==> src/design/gha_pkg.sv <==
// Shared types and constants for the generational handle allocator.
`timescale 1ns / 1ps

package gha_pkg;

  localparam int MAX_SLOTS = 1024;
  localparam int GEN_BITS  = 32;
  localparam int IDX_W     = $clog2(MAX_SLOTS);
  localparam int CNT_W     = IDX_W + 1;
  localparam int CMD_W     = 2;

  // Request queue between front and back end
  localparam int RQ_DEPTH  = 2;
  localparam int RQ_PTR_W  = $clog2(RQ_DEPTH);
  localparam int RQ_CNT_W  = $clog2(RQ_DEPTH + 1);

  // Command codes on the request channel
  localparam logic [CMD_W-1:0] CMD_ALLOC  = 2'd0;
  localparam logic [CMD_W-1:0] CMD_FREE   = 2'd1;
  localparam logic [CMD_W-1:0] CMD_LOOKUP = 2'd2;
  localparam logic [CMD_W-1:0] CMD_CLEAR  = 2'd3;

  typedef enum logic [2:0] {
    STAT_OK        = 3'd0,
    STAT_EXHAUSTED = 3'd1,
    STAT_INVALID   = 3'd2,
    STAT_RANGE     = 3'd3,
    STAT_STALE     = 3'd4
  } status_t;

  // Operation as classified by the front end
  typedef enum logic [2:0] {
    OP_ALLOC,
    OP_FREE,
    OP_LOOKUP,
    OP_CLEAR,
    OP_REJECT
  } op_t;

  typedef struct packed {
    op_t                 op;
    status_t             err;
    logic [IDX_W-1:0]    idx;
    logic [GEN_BITS-1:0] gen;
  } req_t;

endpackage

==> src/design/gha_in_if.sv <==
// Request channel interface: command and handle.
`timescale 1ns / 1ps

interface gha_in_if
  import gha_pkg::*;
  ();
  logic                valid;
  logic                ready;
  logic [CMD_W-1:0]    command;
  logic [IDX_W-1:0]    slot_index;
  logic [GEN_BITS-1:0] handle_generation;

  modport source (output valid, command, slot_index, handle_generation, input ready);
  modport sink   (input valid, command, slot_index, handle_generation, output ready);
endinterface

==> src/design/gha_front.sv <==
// Front end: accepts request beats, checks handles, queues classified requests.
`timescale 1ns / 1ps

module gha_front
  import gha_pkg::*;
(
  input  logic             clk,
  input  logic             rst_n,
  gha_in_if.sink           in_ch,
  input  logic [CNT_W-1:0] cap,
  output logic             q_valid,
  output req_t             q_req,
  input  logic             q_pop
);

  req_t                fifo_r [RQ_DEPTH];
  logic [RQ_PTR_W-1:0] wr_ptr_r, wr_ptr_nxt;
  logic [RQ_PTR_W-1:0] rd_ptr_r, rd_ptr_nxt;
  logic [RQ_CNT_W-1:0] cnt_r, cnt_nxt;
  req_t                cls;
  logic                push;

  // Classify the incoming beat: zero generation first, then index range
  always_comb begin
    cls.op  = OP_ALLOC;
    cls.err = STAT_OK;
    cls.idx = in_ch.slot_index;
    cls.gen = in_ch.handle_generation;
    unique case (in_ch.command) inside
      CMD_ALLOC: cls.op = OP_ALLOC;
      CMD_FREE, CMD_LOOKUP: begin
        if (in_ch.handle_generation == '0) begin
          cls.op  = OP_REJECT;
          cls.err = STAT_INVALID;
        end else if ({1'b0, in_ch.slot_index} >= cap) begin
          cls.op  = OP_REJECT;
          cls.err = STAT_RANGE;
        end else if (in_ch.command == CMD_FREE) begin
          cls.op = OP_FREE;
        end else begin
          cls.op = OP_LOOKUP;
        end
      end
      CMD_CLEAR: cls.op = OP_CLEAR;
      default:   cls.op = OP_CLEAR;
    endcase
  end

  assign in_ch.ready = (cnt_r != RQ_CNT_W'(RQ_DEPTH));
  assign push        = in_ch.valid && in_ch.ready;
  assign q_valid     = (cnt_r != '0);
  assign q_req       = fifo_r[rd_ptr_r];

  // Queue pointers and fill count
  always_comb begin
    wr_ptr_nxt = wr_ptr_r;
    rd_ptr_nxt = rd_ptr_r;
    if (push) begin
      wr_ptr_nxt = (wr_ptr_r == RQ_PTR_W'(RQ_DEPTH - 1)) ? '0 : wr_ptr_r + RQ_PTR_W'(1);
    end
    if (q_pop) begin
      rd_ptr_nxt = (rd_ptr_r == RQ_PTR_W'(RQ_DEPTH - 1)) ? '0 : rd_ptr_r + RQ_PTR_W'(1);
    end
    cnt_nxt = cnt_r + RQ_CNT_W'(push) - RQ_CNT_W'(q_pop);
  end

  always_ff @(posedge clk) begin
    if (!rst_n) begin
      wr_ptr_r <= '0;
      rd_ptr_r <= '0;
      cnt_r    <= '0;
    end else begin
      wr_ptr_r <= wr_ptr_nxt;
      rd_ptr_r <= rd_ptr_nxt;
      cnt_r    <= cnt_nxt;
    end
    if (push) begin
      fifo_r[wr_ptr_r] <= cls;
    end
  end

  // Queue never overfills and is never popped empty
  a_q_bound: assert property (@(posedge clk) disable iff (!rst_n)
    cnt_r <= RQ_CNT_W'(RQ_DEPTH))
    else $error("request queue overfilled");

  a_q_pop: assert property (@(posedge clk) disable iff (!rst_n)
    q_pop |-> (cnt_r != '0))
    else $error("pop from empty request queue");

endmodule

==> src/flat_wrapper.sv <==
// flat-port wrapper written by rule: the top's interface ports become plain ports
module gha_front_flat import gha_pkg::*;
  (clk, rst_n, cap, q_valid, q_req, q_pop, in_ch_valid, in_ch_command, in_ch_slot_index, in_ch_handle_generation, in_ch_ready);
  gha_in_if in_ch_i ();
  input  logic clk;
  input  logic rst_n;
  input  logic [CNT_W-1:0] cap;
  output logic q_valid;
  output req_t q_req;
  input  logic q_pop;
  input wire logic [$bits(in_ch_i.valid)-1:0] in_ch_valid;
  input wire logic [$bits(in_ch_i.command)-1:0] in_ch_command;
  input wire logic [$bits(in_ch_i.slot_index)-1:0] in_ch_slot_index;
  input wire logic [$bits(in_ch_i.handle_generation)-1:0] in_ch_handle_generation;
  output wire logic [$bits(in_ch_i.ready)-1:0] in_ch_ready;
  assign in_ch_i.valid = in_ch_valid;
  assign in_ch_i.command = in_ch_command;
  assign in_ch_i.slot_index = in_ch_slot_index;
  assign in_ch_i.handle_generation = in_ch_handle_generation;
  assign in_ch_ready = in_ch_i.ready;
  gha_front u_core (.clk(clk), .rst_n(rst_n), .in_ch(in_ch_i), .cap(cap), .q_valid(q_valid), .q_req(q_req), .q_pop(q_pop));
endmodule
==> config.mk <==
export PLATFORM = sky130hd
export DESIGN_NAME = gha_front_flat
export DESIGN_NICKNAME = d
export VERILOG_FILES = /design/src/design/gha_pkg.sv /design/src/design/gha_in_if.sv /design/src/design/gha_front.sv /design/src/flat_wrapper.sv
export SDC_FILE = /design/constraint.sdc
export NUM_CORES = 1
export LEC_CHECK = 0
export ABC_AREA = 1
export BUFFER_PORTS_ARGS = -buffer_cell sky130_fd_sc_hd__buf_4
export CAP_MARGIN = 5
export CORE_ASPECT_RATIO = 0.8
export CORE_UTILIZATION = 56
export CTS_BUF_LIST = sky130_fd_sc_hd__clkbuf_4
export DETAILED_ROUTE_END_ITERATION = 12
export HOLD_SLACK_MARGIN = 0.06
export PLACE_DENSITY = 0.83
export SYNTH_ARGS = -nofsm -noshare
export SYNTH_HDL_FRONTEND = slang
export SYNTH_SLANG_ARGS = --single-unit
==> constraint.sdc <==
create_clock -name clk -period 4.8 [get_ports clk]
set_clock_uncertainty 0.05 [all_clocks]
set_input_delay 0.72 -clock clk [delete_from_list [all_inputs] [get_ports clk]]
set_output_delay 0.72 -clock clk [all_outputs]
set_load 0.01 [all_outputs]
# --- Word level (Yosys, flattened, before mapping) ---
# Memories as Yosys holds them, arrays and structs flattened. A register that Yosys moved wholly into a read port is not among the register bits.
# Index checks and enable logic that the tools add are counted.
totals:
  in_bits: 59
  elab_cells: 29
  memories: 1
  register_bits: 4
  mem_bits_rw: 96
  out_inout_bits: 50
mem_list:
  columns: ["name", "words", "width", "read_ports", "rd_clocked_by_memory_dff", "write_ports", "line", "text"]
  rows:
  - ["u_core.fifo_r", 2, 48, 1, 1, 1, "gha_front.sv:16", "req_t fifo_r [RQ_DEPTH];"]
classes:
  n_reduce_logical: 5
  n_addsub: 4
  magnitude_cmp: 1
  n_mux: 12
  eq_ne: 3
ops:
  columns: ["op", "n"]
  rows:
  - ["32-bit logical NOT", 1]
  - ["10-bit by 11-bit >= comparator with 1-bit output", 1]
  - ["1-bit 2-to-1 mux", 6]
  - ["3-bit 2-to-1 mux", 2]
  - ["6-bit 2-to-1 mux", 1]
  - ["3-bit one-hot mux with 2 select lines", 1]
  - ["2-bit 2-to-1 mux", 2]
  - ["1-bit adder, second input constant", 2]
  - ["2-bit by 1-bit adder with 2-bit output", 1]
  - ["2-bit by 1-bit == test with 1-bit output, second input constant", 1]
  - ["2-bit == test, second input constant", 1]
  - ["2-bit logical NOT", 1]
  - ["2-bit != test, second input constant", 1]
  - ["2-bit nonzero test", 1]
  - ["2-bit OR reduction", 1]
  - ["2-bit by 1-bit subtractor with 2-bit output", 1]
  - ["1-bit logical AND", 1]

# --- Logic depth before layout (Yosys ltp) ---
logic_depth:
  ltp_word: 5
  depth_mapped: 11
  ltp_nobuf: 11

# --- Worst setup path before layout ---
# No wires, ideal clock.
synth_timing:
  kind: "in2reg"
  from: "in in_ch_valid"
  to: "mem u_core.fifo_r[1][0] (netlist bit), enable pin"
  setup_time_ps: 453
  stages: 2
  arrival_ps: 2804
  required_ps: 4297
  path_buffers: 0
  slack_ps: 1493
  cell_sequence: "nand2_1 -> nor2_1"
synth_via:
  elab_chain_len: 3
synth_rtl:
  columns: ["element", "line", "text"]
  rows:
  - ["start: declaration", "flat_wrapper.sv:11", "input wire logic [$bits(in_ch_i.valid)-1:0] in_ch_valid;"]
  - ["1-bit logical AND", "gha_front.sv:50", "assign push = in_ch.valid && in_ch.ready;"]
  - ["1-bit 2-to-1 mux", "gha_front.sv:77", "if (push) begin"]
  - ["1-bit 2-to-1 mux (implied by the code)", "gha_front.sv:78", "fifo_r[wr_ptr_r] <= cls;"]
  - ["end: declaration", "gha_front.sv:16", null]
# Every way passes these cells.

==> summary.md <==
| Metric | Value |
|---|---|
| Initial Util | `0.5828` |
| DRC Markers | `0` |
| P&R area growth vs syn | `25.83%` |
| Worst setup EP type | `output port` |
| Sequential area share after synthesis | `0.6720` |
| CTS tree | `yes` |
| Total global routing overflow | `0` |
| Final worst path period share | `0.6091` |
| Drt initial violations | `88` |
| Ant diodes | `0` |
| CP Data Required Time | `4.03 ns` |
| Final nets | `509` |
| Post-Synth Adder-Cell Area | `0.04315` |
| Leakage | `0.002293 µW` |
| Hold-fix buffers at CTS | `0` |
| PnR worst setup slack | `1.876 ns` |
| 1st-pass router iterations | `4` |
| CORE AREA | `7462 µm²` |
| Slew @ Worst Pin | `1.142 ns` |
| Post-synth top area share | `0.6490` |
| CTS clk-pin slew, worst paths | `0.15 ns` |
| Synth Warn # | `0` |
| Worst slack at placement | `2.323 ns` |
| Root Driver | `clkbuf_4` |
| Seq cells post-synth | `99` |
| Num Clock Sinks | `99` |
| CP Class | `flip-flop to output port` |
| Die width | `100.5 µm` |
| Postcts setup bufs | `0` |
| Clk_lat worst skew | `0.43 ns` |
| Top post-synthesis cells by area | `edfxtp_1 65%, mux2_2 12%, ha_1 4.3%` |
| Net Count, Synth | `395` |
| Worst-path cell chain | `mux2_2 -> buf_4` |
| Num CTS Buffers | `9` |
| Num ports | `109` |
| Final hold violation count | `0` |
| Vias | `2648` |
| Synth unique cells | `24` |
| Maximum clock rate | `342.0 MHz` |
| Row count | `28` |
| Mean Syn Cell Area | `13.55 µm²` |
| Buf/Inv on CP | `1` |
| Fin crit period | `2.924 ns` |
| Commonest non-fill, non-tap cell in the layout | `buf_4` |
| VDD IR max | `0.2882 mV` |
| Vias in the first global route | `2628` |
| Max cap viols | `0` |
| Initial antenna violation count | `0` |
| Wire per inst | `14.47 µm` |
| Synth Area in Compound Gates | `0.006904` |
| H-tree levels | `3` |
| Setup TNS | `0 ns` |
| Full die area | `8125 µm²` |
| Post-synthesis xor/xnor area fraction | `0.002014` |
| Cells after Synth | `321` |
| Slew margin rel. | `0.2385` |
| Mux contribution to synthesized area | `0.1217` |
| Crit start category | `flip-flop` |
| PwrDens | `378.3 nW/µm²` |
| Share of layout cells above drive strength 1 | `0.4341` |
| CP delay by family, top | `flip-flops` |
| Max incr delay on CP | `1.12 ns` |
| CTS max path bufs | `2` |
| Simple-gate area share of the yosys netlist | `0.1021` |
| CP max-delay cell | `dfxtp_2` |
| Arr. time, crit path | `2.15 ns` |
| Commonest cells after routing, fill and taps aside | `109 x buf_4, 94 x edfxtp_1, 47 x mux2_2` |
| Vias per inst | `4.859` |
| Final hold slack | `0.4155 ns` |
| Gr usage total | `0.2028` |
| Detailed Place HPWL | `5589 µm` |
| Final WL | `7884 µm` |
| Largest net degree at the start of global routing | `48` |
| Cell taking the most area after synthesis | `edfxtp_1` |
| Largest family of logic cells by synthesized area | `multiplexers` |
| Cell Area, Synth | `4349 µm²` |
| First-pass GRT wire length | `12220 µm` |
| Final setup vio count | `0` |
| Vert. Die Dim | `80.83 µm` |
| Worst-path fanout max | `47` |
| GP Congestion | `0.7182` |
| Min-Delay Path Class | `input pin to flip-flop` |
| Post-CTS resize count | `0` |
| Final Max Tran Viols | `0` |
| Status | `complete, no violations` |
| RSZ-0062 raised after global routing | `false` |
| Post-route ant nets | `0` |
| Buffers on Ports | `107` |
-- routing by layer --
metal  vias up  wire (µm)  track usage
met1      1235       3450       0.2488
li1       1328          -            -
met2        78       3947       0.3582
met4         0         70      0.04348
met3         7        416      0.06110
met5         -          0            0
-- path summary, 6_finish.rpt --
check	startpoint	end	slack, ns	cells past startpoint
worst max-delay path	flip-flop	q_req[27]	1.88	2
worst min-delay path	in_ch_handle_generation[26]	u_core.fifo_r[0][26]	0.42	1
worst max register to register	u_core.cnt_r[0]	u_core.fifo_r[1][5]	2.69	5
worst min register to register	u_core.rd_ptr_r	flip-flop	0.48	2
-- cell type report --
class	instances	area (µm²)
tap	105	131.4
multi-input combinational	171	1219
sequential	99	2924
fill	514	1989
inverter	45	168.9
clock buffer	10	75.07
clock inverter	6	136.4
timing repair buffer	109	818.3
-- cells in the mapped netlist (all sizes together) --
library cell / count
a21oi: 3
buf: 6
conb: 1
dfxtp: 5
edfxtp: 94
ha: 15
inv: 45
mux2: 47
nand2: 47
nand3: 8
nand3b: 1
nand4: 1
nor2: 41
nor3: 1
o21ai: 3
or2: 2
xor2: 1
-- logic make-up after synthesis --
logic type	after synthesis
compound gates	6
xor+xnor	1
fa+ha+maj	15
buf+inv	51
flops	99
mux	47
other cells	1
simple gates	101
-- state kept, by name, summed over array words and instances (netlist names), named ones only --
name / flops
u_core.rd_ptr_r: 1
u_core.cnt_r: 2
u_core.wr_ptr_r: 1
u_core.fifo_r: 94
-- where the power goes --
part / internal (µW) / switching [µW] / total [µW]
Sequential: 1060 / 35.7 / 1090
Combinational: 191 / 194 / 384
Clock: 325 / 266 / 591
-- through the flow --
stage | total power, µW | cells | instance area, µm² | util
after global placement | 1487 | 529 | 5261 | 0.7051
after floorplan | 1313 | 321 | 4349 | -
final | 2070 | 545 | 5473 | 0.7334
after detailed placement | 1504 | 529 | 5261 | 0.7051
after global routing | 2163 | 545 | 5473 | 0.7334
after CTS | 2090 | 545 | 5473 | 0.7334
Power figures use the tool's default switching activity.
